## src/rtl/core/aslca_pkg.sv

```systemverilog
// Package with the constants and types of the converter scan, limit check and averager.
`timescale 1ns / 1ps

package aslca_pkg;

  // Widths of the payload fields and configuration registers.
  localparam int unsigned SampleW  = 10;
  localparam int unsigned ChanW    = 3;
  localparam int unsigned FlagW    = 5;
  localparam int unsigned AvgW     = 19;
  localparam int unsigned VrefW    = 13;
  localparam int unsigned GainW    = 6;
  localparam int unsigned CfgIdxW  = 3;
  localparam int unsigned CfgDataW = 13;

  // Scan geometry.
  localparam int unsigned Channels       = 5;
  localparam int unsigned TempChannels   = 3;
  localparam int unsigned SamplesDefault = 16;

  // Full scale of the converter is 1024 counts, so the millivolt scaling is a shift.
  localparam int unsigned FullScaleLog2 = 10;
  localparam int unsigned ProdW         = SampleW + VrefW;
  localparam int unsigned MvW           = ProdW - FullScaleLog2;

  // Temperature formula: (3500 - mv) / 22. The division is a multiply by
  // 2979 / 2^16, which is exact for magnitudes below 32768.
  localparam int unsigned TempOffset = 3500;
  localparam int unsigned TempRecip  = 2979;
  localparam int unsigned RecipShift = 16;
  localparam int unsigned DiffW      = MvW + 2;
  localparam int unsigned MulBW      = 12;
  localparam int unsigned MulW       = MvW + MulBW;
  localparam int unsigned TempQW     = MulW - RecipShift;

  // Channel sums and their saturation.
  localparam int unsigned SumW   = 25;
  localparam int unsigned StepW  = $clog2(SumW);
  localparam int signed   AvgMax = 262143;

  // Channel codes.
  localparam logic [ChanW-1:0] CH_VOLT  = 3'd0;
  localparam logic [ChanW-1:0] CH_CURR  = 3'd1;
  localparam logic [ChanW-1:0] CH_TEMP1 = 3'd2;
  localparam logic [ChanW-1:0] CH_TEMP3 = 3'd4;

  // Request commands.
  localparam logic CMD_SAMPLE = 1'b0;
  localparam logic CMD_CLEAR  = 1'b1;

  // Configuration register indexes.
  localparam logic [CfgIdxW-1:0] REG_VREF      = 3'd0;
  localparam logic [CfgIdxW-1:0] REG_GAIN      = 3'd1;
  localparam logic [CfgIdxW-1:0] REG_VOLT_LIM  = 3'd2;
  localparam logic [CfgIdxW-1:0] REG_CURR_LIM  = 3'd3;
  localparam logic [CfgIdxW-1:0] REG_TEMP1_LIM = 3'd4;
  localparam logic [CfgIdxW-1:0] REG_TEMP2_LIM = 3'd5;
  localparam logic [CfgIdxW-1:0] REG_TEMP3_LIM = 3'd6;

  // Register reset values.
  localparam logic [VrefW-1:0]   VrefReset    = 13'd5000;
  localparam logic [GainW-1:0]   GainReset    = 6'd1;
  localparam logic [SampleW-1:0] HighLimReset = 10'd1023;
  localparam logic [SampleW-1:0] TempLimReset = 10'd0;

endpackage

```

## src/rtl/core/adc_scan_limit_check_averager_unit.sv

```systemverilog
// Converter scan with limit checking and per-channel averaging, sums held in a small RAM.
`timescale 1ns / 1ps

// Conversion results are assigned in turn to voltage, current and three temperature
// channels; each channel keeps SAMPLES results and then spends one discarded slot while
// the multiplexer switches. Kept samples are limit checked (sticky fault flags, halt
// pulse), scaled to millivolts or temperature and added to a saturating signed sum held
// in a five-entry synchronous RAM. A kept sample passes through capture and scaling
// multiply, second multiply, read-modify-write of the sum and load of the output
// register; a discarded slot or a clear request goes straight to the output register.
// The discarded slot after temp3 ends the frame and produces five averages, channel 0
// first. After a read of the first sum, each average passes through sum magnitude,
// reciprocal multiply for the division by SAMPLES and load of the output register.
// A new request is taken once the previous one has placed its last result in the
// output register, even while that result still waits downstream.
module adc_scan_limit_check_averager_unit
  import aslca_pkg::*;
#(
  parameter int unsigned SAMPLES = SamplesDefault
) (
  input  logic                  clk_i,
  input  logic                  rst_ni,
  // Request channel.
  input  logic                  in_valid_i,
  output logic                  in_stall_o,
  input  logic                  cmd_i,
  input  logic [SampleW-1:0]    sample_i,
  input  logic [FlagW-1:0]      clear_mask_i,
  // Result channel.
  output logic                  out_valid_o,
  input  logic                  out_stall_i,
  output logic [ChanW-1:0]      next_channel_o,
  output logic [FlagW-1:0]      fault_flags_o,
  output logic                  halt_o,
  output logic                  average_valid_o,
  output logic [ChanW-1:0]      average_channel_o,
  output logic signed [AvgW-1:0] average_value_o,
  output logic                  last_o,
  // Configuration write channel.
  input  logic                  cfg_valid_i,
  output logic                  cfg_ready_o,
  input  logic [CfgIdxW-1:0]    cfg_index_i,
  input  logic [CfgDataW-1:0]   cfg_data_i
);

  localparam int unsigned CntW = $clog2(SAMPLES + 1);
  localparam logic [CntW-1:0] SampCnt  = CntW'(SAMPLES);

  // Division of a sum magnitude by SAMPLES as a multiply by a rounded-up reciprocal,
  // exact for every magnitude that fits the sum width.
  localparam int unsigned DivShift = SumW + $clog2(SAMPLES);
  localparam int unsigned DivMulW  = SumW + 1;
  localparam int unsigned DivProdW = SumW + DivMulW;
  localparam longint unsigned DivMulFull =
    ((64'd1 << DivShift) + 64'(SAMPLES) - 64'd1) / 64'(SAMPLES);
  localparam logic [DivMulW-1:0] DivMul = DivMulW'(DivMulFull);

  localparam logic [2:0] S_IDLE    = 3'd0;
  localparam logic [2:0] S_CONV    = 3'd1;
  localparam logic [2:0] S_ADD     = 3'd2;
  localparam logic [2:0] S_EMIT    = 3'd3;
  localparam logic [2:0] S_AVG_LD  = 3'd4;
  localparam logic [2:0] S_AVG_DIV = 3'd5;
  localparam logic [2:0] S_AVG_OUT = 3'd6;

  // Configuration registers.
  logic [VrefW-1:0]   vref_q;
  logic [GainW-1:0]   gain_q;
  logic [SampleW-1:0] volt_lim_q;
  logic [SampleW-1:0] curr_lim_q;
  logic [SampleW-1:0] temp_lim_q [TempChannels];

  // Control state.
  logic [2:0]          state_q, state_d;
  logic [ChanW-1:0]    ch_q, ch_d;
  logic [CntW-1:0]     slot_q, slot_d;
  logic [FlagW-1:0]    fault_q, fault_d;
  logic                halt_q, halt_d;
  logic [ChanW-1:0]    k_q, k_d;
  logic [Channels-1:0] ent_vld_q, ent_vld_d;
  logic                out_valid_q, out_valid_d;

  // Datapath registers.
  logic [ProdW-1:0]    prod_q, prod_d;
  logic [MulW-1:0]     mul_q, mul_d;
  logic                neg_q, neg_d;
  logic                dneg_q, dneg_d;
  logic [SumW-1:0]     quo_q, quo_d;
  logic [ChanW-1:0]    o_nch_q, o_nch_d;
  logic [FlagW-1:0]    o_flt_q, o_flt_d;
  logic                o_halt_q, o_halt_d;
  logic                o_avld_q, o_avld_d;
  logic [ChanW-1:0]    o_ach_q, o_ach_d;
  logic [AvgW-1:0]     o_avg_q, o_avg_d;
  logic                o_last_q, o_last_d;

  // Sum memory.
  logic signed [SumW-1:0] sum_mem [Channels];
  logic signed [SumW-1:0] rd_q;
  logic                   rd_vld_q;
  logic                   mem_rd_en, mem_wr_en;
  logic [ChanW-1:0]       mem_rd_addr, mem_wr_addr;
  logic signed [SumW-1:0] mem_wr_data;

  // Combinational datapath.
  logic                   trip;
  logic [1:0]             tidx;
  logic [MvW-1:0]         mv;
  logic signed [DiffW-1:0] diff;
  logic [DiffW-1:0]       diff_mag;
  logic [MvW-1:0]         mul_a;
  logic [MulBW-1:0]       mul_b;
  logic [TempQW-1:0]      temp_q;
  logic signed [SumW:0]   addend;
  logic signed [SumW:0]   sum_wide;
  logic signed [SumW-1:0] sum_sat;
  logic signed [SumW-1:0] rd_val;
  logic [DivProdW-1:0]    div_prod;
  logic [AvgW-1:0]        avg_res;
  logic                   out_free;

  assign cfg_ready_o = 1'b1;

  always_ff @(posedge clk_i or negedge rst_ni) begin
    if (!rst_ni) begin
      vref_q        <= VrefReset;
      gain_q        <= GainReset;
      volt_lim_q    <= HighLimReset;
      curr_lim_q    <= HighLimReset;
      temp_lim_q[0] <= TempLimReset;
      temp_lim_q[1] <= TempLimReset;
      temp_lim_q[2] <= TempLimReset;
    end else if (cfg_valid_i) begin
      case (cfg_index_i)
        REG_VREF:      vref_q        <= cfg_data_i[VrefW-1:0];
        REG_GAIN:      gain_q        <= cfg_data_i[GainW-1:0];
        REG_VOLT_LIM:  volt_lim_q    <= cfg_data_i[SampleW-1:0];
        REG_CURR_LIM:  curr_lim_q    <= cfg_data_i[SampleW-1:0];
        REG_TEMP1_LIM: temp_lim_q[0] <= cfg_data_i[SampleW-1:0];
        REG_TEMP2_LIM: temp_lim_q[1] <= cfg_data_i[SampleW-1:0];
        REG_TEMP3_LIM: temp_lim_q[2] <= cfg_data_i[SampleW-1:0];
        default: begin
        end
      endcase
    end
  end

  // Limit check on the incoming sample for the channel being scanned.
  assign tidx = 2'(ch_q - CH_TEMP1);
  always_comb begin
    case (ch_q)
      CH_VOLT: trip = (sample_i >= volt_lim_q);
      CH_CURR: trip = (sample_i >= curr_lim_q);
      default: trip = (sample_i <= temp_lim_q[tidx]);
    endcase
  end

  // Scaling: one multiplier serves the gain and the temperature reciprocal.
  assign mv       = prod_q[ProdW-1:FullScaleLog2];
  assign diff     = DiffW'(TempOffset) - $signed({2'b00, mv});
  assign diff_mag = diff[DiffW-1] ? DiffW'(-diff) : DiffW'(diff);
  assign mul_a    = (ch_q == CH_VOLT || ch_q == CH_CURR) ? mv : diff_mag[MvW-1:0];
  always_comb begin
    case (ch_q)
      CH_VOLT: mul_b = MulBW'(gain_q);
      CH_CURR: mul_b = MulBW'(1);
      default: mul_b = MulBW'(TempRecip);
    endcase
  end

  // Accumulation with saturation to the signed sum width.
  assign temp_q = mul_q[MulW-1:RecipShift];
  always_comb begin
    if (ch_q == CH_VOLT || ch_q == CH_CURR) begin
      addend = $signed({1'b0, mul_q});
    end else if (neg_q) begin
      addend = -$signed({{(SumW + 1 - TempQW){1'b0}}, temp_q});
    end else begin
      addend = $signed({{(SumW + 1 - TempQW){1'b0}}, temp_q});
    end
  end
  assign rd_val   = rd_vld_q ? rd_q : '0;
  assign sum_wide = $signed({rd_val[SumW-1], rd_val}) + addend;
  always_comb begin
    if (sum_wide[SumW] != sum_wide[SumW-1]) begin
      sum_sat = sum_wide[SumW] ? {1'b1, {(SumW - 1){1'b0}}} : {1'b0, {(SumW - 1){1'b1}}};
    end else begin
      sum_sat = sum_wide[SumW-1:0];
    end
  end

  // Quotient of the sum magnitude by the sample count.
  assign div_prod = DivProdW'(quo_q) * DivProdW'(DivMul);

  // Signed average with saturation to the output width.
  always_comb begin
    if (!dneg_q) begin
      avg_res = (quo_q > SumW'(AvgMax)) ? AvgW'(AvgMax) : quo_q[AvgW-1:0];
    end else if (quo_q > SumW'(AvgMax + 1)) begin
      avg_res = {1'b1, {(AvgW - 1){1'b0}}};
    end else begin
      avg_res = AvgW'(0) - quo_q[AvgW-1:0];
    end
  end

  assign out_free = !out_valid_q || !out_stall_i;

  always_comb begin
    state_d     = state_q;
    ch_d        = ch_q;
    slot_d      = slot_q;
    fault_d     = fault_q;
    halt_d      = halt_q;
    k_d         = k_q;
    ent_vld_d   = ent_vld_q;
    out_valid_d = out_valid_q;
    prod_d      = prod_q;
    mul_d       = mul_q;
    neg_d       = neg_q;
    dneg_d      = dneg_q;
    quo_d       = quo_q;
    o_nch_d     = o_nch_q;
    o_flt_d     = o_flt_q;
    o_halt_d    = o_halt_q;
    o_avld_d    = o_avld_q;
    o_ach_d     = o_ach_q;
    o_avg_d     = o_avg_q;
    o_last_d    = o_last_q;
    mem_rd_en   = 1'b0;
    mem_rd_addr = ch_q;
    mem_wr_en   = 1'b0;
    mem_wr_addr = ch_q;
    mem_wr_data = sum_sat;

    if (out_valid_q && !out_stall_i) begin
      out_valid_d = 1'b0;
    end

    case (state_q)
      S_IDLE: begin
        if (in_valid_i) begin
          halt_d = 1'b0;
          if (cmd_i == CMD_CLEAR) begin
            fault_d = fault_q & ~clear_mask_i;
            state_d = S_EMIT;
          end else if (slot_q < SampCnt) begin
            if (trip) begin
              fault_d = fault_q | (FlagW'(1) << ch_q);
            end
            halt_d    = trip;
            prod_d    = ProdW'(sample_i) * ProdW'(vref_q);
            mem_rd_en = 1'b1;
            slot_d    = slot_q + CntW'(1);
            state_d   = S_CONV;
          end else begin
            slot_d = '0;
            if (ch_q == CH_TEMP3) begin
              // Frame end: fetch the first sum for averaging.
              ch_d        = CH_VOLT;
              k_d         = CH_VOLT;
              mem_rd_en   = 1'b1;
              mem_rd_addr = CH_VOLT;
              state_d     = S_AVG_LD;
            end else begin
              ch_d    = ch_q + ChanW'(1);
              state_d = S_EMIT;
            end
          end
        end
      end
      S_CONV: begin
        mul_d   = MulW'(mul_a) * MulW'(mul_b);
        neg_d   = diff[DiffW-1];
        state_d = S_ADD;
      end
      S_ADD: begin
        mem_wr_en       = 1'b1;
        ent_vld_d[ch_q] = 1'b1;
        state_d         = S_EMIT;
      end
      S_EMIT: begin
        if (out_free) begin
          out_valid_d = 1'b1;
          o_nch_d     = ch_q;
          o_flt_d     = fault_q;
          o_halt_d    = halt_q;
          o_avld_d    = 1'b0;
          o_ach_d     = '0;
          o_avg_d     = '0;
          o_last_d    = 1'b1;
          state_d     = S_IDLE;
        end
      end
      S_AVG_LD: begin
        dneg_d         = rd_val[SumW-1];
        quo_d          = rd_val[SumW-1] ? SumW'(-rd_val) : SumW'(rd_val);
        // The entry now reads as zero, which clears the sum for the next frame.
        ent_vld_d[k_q] = 1'b0;
        state_d        = S_AVG_DIV;
      end
      S_AVG_DIV: begin
        quo_d   = SumW'(div_prod >> DivShift);
        state_d = S_AVG_OUT;
      end
      S_AVG_OUT: begin
        if (out_free) begin
          out_valid_d = 1'b1;
          o_nch_d     = CH_VOLT;
          o_flt_d     = fault_q;
          o_halt_d    = 1'b0;
          o_avld_d    = 1'b1;
          o_ach_d     = k_q;
          o_avg_d     = avg_res;
          o_last_d    = (k_q == CH_TEMP3);
          if (k_q == CH_TEMP3) begin
            state_d = S_IDLE;
          end else begin
            k_d         = k_q + ChanW'(1);
            mem_rd_en   = 1'b1;
            mem_rd_addr = k_q + ChanW'(1);
            state_d     = S_AVG_LD;
          end
        end
      end
      default: begin
        state_d = S_IDLE;
      end
    endcase
  end

  always_ff @(posedge clk_i or negedge rst_ni) begin
    if (!rst_ni) begin
      state_q     <= S_IDLE;
      ch_q        <= CH_VOLT;
      slot_q      <= '0;
      fault_q     <= '0;
      halt_q      <= 1'b0;
      k_q         <= CH_VOLT;
      ent_vld_q   <= '0;
      out_valid_q <= 1'b0;
    end else begin
      state_q     <= state_d;
      ch_q        <= ch_d;
      slot_q      <= slot_d;
      fault_q     <= fault_d;
      halt_q      <= halt_d;
      k_q         <= k_d;
      ent_vld_q   <= ent_vld_d;
      out_valid_q <= out_valid_d;
    end
  end

  always_ff @(posedge clk_i) begin
    prod_q   <= prod_d;
    mul_q    <= mul_d;
    neg_q    <= neg_d;
    dneg_q   <= dneg_d;
    quo_q    <= quo_d;
    o_nch_q  <= o_nch_d;
    o_flt_q  <= o_flt_d;
    o_halt_q <= o_halt_d;
    o_avld_q <= o_avld_d;
    o_ach_q  <= o_ach_d;
    o_avg_q  <= o_avg_d;
    o_last_q <= o_last_d;
  end

  // Sum RAM: one write port, one registered read port.
  always_ff @(posedge clk_i) begin
    if (mem_wr_en) begin
      sum_mem[mem_wr_addr] <= mem_wr_data;
    end
    if (mem_rd_en) begin
      rd_q     <= sum_mem[mem_rd_addr];
      rd_vld_q <= ent_vld_q[mem_rd_addr];
    end
  end

  assign in_stall_o        = (state_q != S_IDLE);
  assign out_valid_o       = out_valid_q;
  assign next_channel_o    = o_nch_q;
  assign fault_flags_o     = o_flt_q;
  assign halt_o            = o_halt_q;
  assign average_valid_o   = o_avld_q;
  assign average_channel_o = o_ach_q;
  assign average_value_o   = $signed(o_avg_q);
  assign last_o            = o_last_q;

endmodule

```

## config.mk

```make
export PLATFORM = sky130hd
export DESIGN_NAME = adc_scan_limit_check_averager_unit
export DESIGN_NICKNAME = d
export VERILOG_FILES = /design/src/rtl/core/aslca_pkg.sv /design/src/rtl/core/adc_scan_limit_check_averager_unit.sv
export SDC_FILE = /design/constraint.sdc
export NUM_CORES = 1
export LEC_CHECK = 0
export BUFFER_PORTS_ARGS = -buffer_cell sky130_fd_sc_hd__buf_2
export CORE_MARGIN = 3
export CORE_UTILIZATION = 30
export CTS_CLUSTER_SIZE = 25
export DETAILED_ROUTE_END_ITERATION = 6
export MAX_ROUTING_LAYER = met4
export SLEW_MARGIN = 5
export SYNTH_ARGS = -nofsm -noshare
export SYNTH_HDL_FRONTEND = slang
export SYNTH_SLANG_ARGS = --single-unit
```

## constraint.sdc

```tcl
create_clock -name clk_i -period 10.7 [get_ports clk_i]
set_input_delay 0.535 -clock clk_i [delete_from_list [all_inputs] [get_ports clk_i]]
set_output_delay 0.535 -clock clk_i [all_outputs]
set_load 0.1 [all_outputs]
```

==> out/results.tsv <==
stage	metric	value	unit
run_status	status	completed	
sta	max-slew violation count	0	
clock_network	H-tree Lvls	2	
critical_path	Worst setup endpoint	mul_q[23]$_DFFE_PP_	
place	number of port buffers	71	
cells_and_area	finished layout cell area	28800	sq um
cells_and_area	Fillers	8763	
drt	Detail Route Antenna Nets	0	
yosys	post-synth top area share	0.289	
critical_path	CP max stage cell	fa_1	
sta	fmax	0.120	GHz
critical_path	CP most frequent cell	fa_1	
die	row cnt	107	
sta	max_slew headroom	0.112	
die	DIE AREA	89900	sq um
clock_network	Max Root-Sink Buffers	3	
drt	Initial DRC Count	1078	
cells_and_area	share of layout cells above drive strength 1	0.114	
sta	final hold viol count	0	
yosys	Post-Synthesis Cells	2560	
critical_path	worst path required time	11.00	ns
clock_network	clock root buffer	clkbuf_16	
place	Detail Placement HPWL	46.3	mm
cells_and_area	Synth-to-Final Area Change	11.0	%
global_routing	vias in the first global route	18039	
pwr	pwr/cell area	341	nW/um^2
clock_network	clock latency on the worst-skew pair	0.57	ns
critical_path	Worst EP arrival	8.64	ns
cells_and_area	Seq. cell area	9890	sq um
die	die extent in y	300	microns
critical_path	CP startpoint	prod_q[10]$_DFFE_PP_	
place	placed insts	3693	
yosys	Yosys cell types	97	
yosys	Post-synth top cells	nand2_1, inv_1, edfxtp_1, ha_1, fa_1	
yosys	leading area contributor after synthesis	edfxtp_1	
clock_network	CTS buffer count	38	
die	I/O pin count	73	
yosys	register area share after synthesis	0.381	
yosys	YS warnings	0	
cells_and_area	Multi-input gate area	14700	sq um
clock_network	Num Clock Sinks	344	
die	Die X	300	microns
global_routing	pin count of the biggest net entering global routing	56	
global_routing	global-route wire length before repair	101	mm
sta	Fin Setup TNS	0	ns
job	max cap viols	0	
critical_path	crit path launch type	register	
cells_and_area	Util after Layout	0.337	
die	Core Region	85400	sq um
drt	WL final	62.9	mm
clock_network	Hold Buf Count CTS	1	
yosys	Syn Area/Cell	10.1	sq um
worst_hold_path	type of the worst min-delay path	primary input to register	
critical_path	Critical R2R Capture	mul_q[23]$_DFFE_PP_	
yosys	ys async rst share	0.276	
yosys	main area contributors after synthesis	edfxtp_1, fa_1, ha_1	
sta	final setup vio count	0	
drt	drt first pass iters	5	
yosys	EDFF count, synth	249	
yosys	Syn Std Cell Area	25900	sq um
yosys	Synth Register Bits	344	
clock_network	Post-CTS Setup Bufs	0	
clock_network	Worst-path clk slew	0.07	ns
yosys	top-count cell post-synth	nand2_1	
drt	number of remaining DRC errors	0	
cells_and_area	Final #Nets	3007	
critical_path	reg2reg start	prod_q[10]$_DFFE_PP_	
drt	per-cell routed wire length	16.7	microns
clock_network	CTS resizes	0	
place	dpl cell area	27500	sq um
clock_network	CTS tree	done	
critical_path	r2r worst-path depth	29	
pwr	LEAKAGE	12.5	nW
critical_path	crit-path max FO	10	
drt	Via-to-Cell Ratio	4.84	
sta	minimum clock period	8.34	ns
die	initial core utilization	0.303	
yosys	Syn Nets	2977	
cells_and_area	Post-Layout Cell Count	3763	
drt	via count	18198	
sta	fin crit share	0.779	
sta	unrepaired setup endpoints after global routing	false	
place	Setup WS pre-CTS	2.41	ns
cells_and_area	Diodes inserted	0	
global_routing	initial antenna violation count	3	
critical_path	CP endpoint kind	register	
global_routing	remaining global-route overflow	0	
yosys	top_reg_cell synth	edfxtp_1	
global_routing	GRT Util Overall	0.144	
sta	Worst Tran Pin Value	1.33	ns
critical_path	reg2reg setup slack	2.36	ns
critical_path	crit-path max cell delay	0.55	ns
sta	Worst Setup Slack, final	2.36	ns
sta	Layout Skew	0.0222	ns
pwr	Peak VDD IR	0.339	mV
place	RePlAce Congestion	0.875	
critical_path	CP Class	register to register	
stage by stage:
stage | hold slack [ns] | power (W)
final | 0.191 | 0.00982
after global routing | 0.180 | 0.0108
after CTS | 0.163 | 0.00994
after detailed placement | 0.446 | 0.00857
after global placement | 0.445 | 0.00847
after floorplan | 0.239 | 0.00715
layout by cell type, fill, tap and decap left out, types with 14 or more instances in the layout:
cell / count
nand4_1: 15
a31oi_1: 19
xor2_1: 43
o31ai_1: 14
mux2i_1: 15
clkbuf_16: 38
xnor2_1: 52
ha_1: 210
dfstp_2: 26
nor2_1: 109
edfxtp_1: 249
inv_1: 264
nor3_1: 32
nand3_1: 58
o21ai_1: 19
o21ai_0: 142
o21a_1: 21
buf_4: 20
mux2_2: 61
fa_1: 170
dfrtp_1: 69
a21oi_1: 77
a21o_1: 44
nand2_1: 435
and2_1: 90
buf_2: 70
how the worst min path moves through the flow:
stage / to / from / depth (start not counted) / slack (ns)
4_1_cts: vref_q[10]$_DFFE_PN0P_ / cfg_data_i[10] / 2 / 0.16
5_1_grt: vref_q[10]$_DFFE_PN0P_ / cfg_data_i[10] / 2 / 0.18
3_5_place_dp: fault_flags_o[0]$_DFFE_PP_ / fault_q[0]$_DFFE_PN0P_ / 0 / 0.45
2_1_floorplan: ch_q[0]$_DFFE_PN0P_ / rst_ni / 0 / 0.24
6_report: vref_q[10]$_DFFE_PN0P_ / cfg_data_i[10] / 2 / 0.19
3_3_place_gp: fault_flags_o[0]$_DFFE_PP_ / fault_q[0]$_DFFE_PN0P_ / 0 / 0.45
cells by family after synthesis:
logic type | synth area share
buffers and inverters | 0.0547
adder cells (fa/ha/maj) | 0.235
flip-flops | 0.381
AND/OR/NAND/NOR | 0.153
XOR/XNOR | 0.0344
multiplexers | 0.0323
AO/OA/AOI/OAI | 0.110
other | 0.000145
registers in the layout, indices dropped and copies added, names as in the netlist, 3 cells and up:
signal and cells:
average_channel_o 3, average_value_o 19, ch_q 3, curr_lim_q 10, ent_vld_q 5, fault_flags_o 5
fault_q 5, gain_q 6, k_q 3, mul_q 25, next_channel_o 3, prod_q 13
quo_q 25, rd_q 25, slot_q 5, state_q 3, sum_mem 125, temp_lim_q 30
volt_lim_q 10, vref_q 13
worst max-delay path, delay by kind of cell, from the launching register on:
family / cells / cell delay, ns
AOI/OAI and AO/OA: 8 / 1.97
adders and majority gates: 7 / 3.23
buffers and inverters: 4 / 0.30
xor gates and xnor gates: 3 / 0.49
and+or+nand+nor: 7 / 1.60
DFF: 1 / 0.50
power breakdown:
| group | leakage (nW) | total [W] | internal [W] | switching, W |
|---|---|---|---|---|
| sequential | 3.40 | 0.00237 | 0.00216 | 0.000207 |
| combinational | 8.52 | 0.00613 | 0.00240 | 0.00372 |
| clock | 0.612 | 0.00132 | 0.000740 | 0.000582 |
area by class of cell:
| type | count | area share |
|---|---|---|
| Inverter | 267 | 0.0348 |
| Timing Repair Buffer | 91 | 0.0177 |
| Tap cell | 1144 | 0.0497 |
| Clock inverter | 28 | 0.00961 |
| Multi-Input combinational cell | 1848 | 0.511 |
| Sequential cell | 344 | 0.344 |
| Clock buffer | 41 | 0.0334 |
layer usage:
metal  track usage  part of all wire
met1         0.194              0.47
met2         0.231              0.46
met3        0.0206             0.047
met4        0.0323             0.020
met5             -                 0
(Power assumes the default switching activity.)
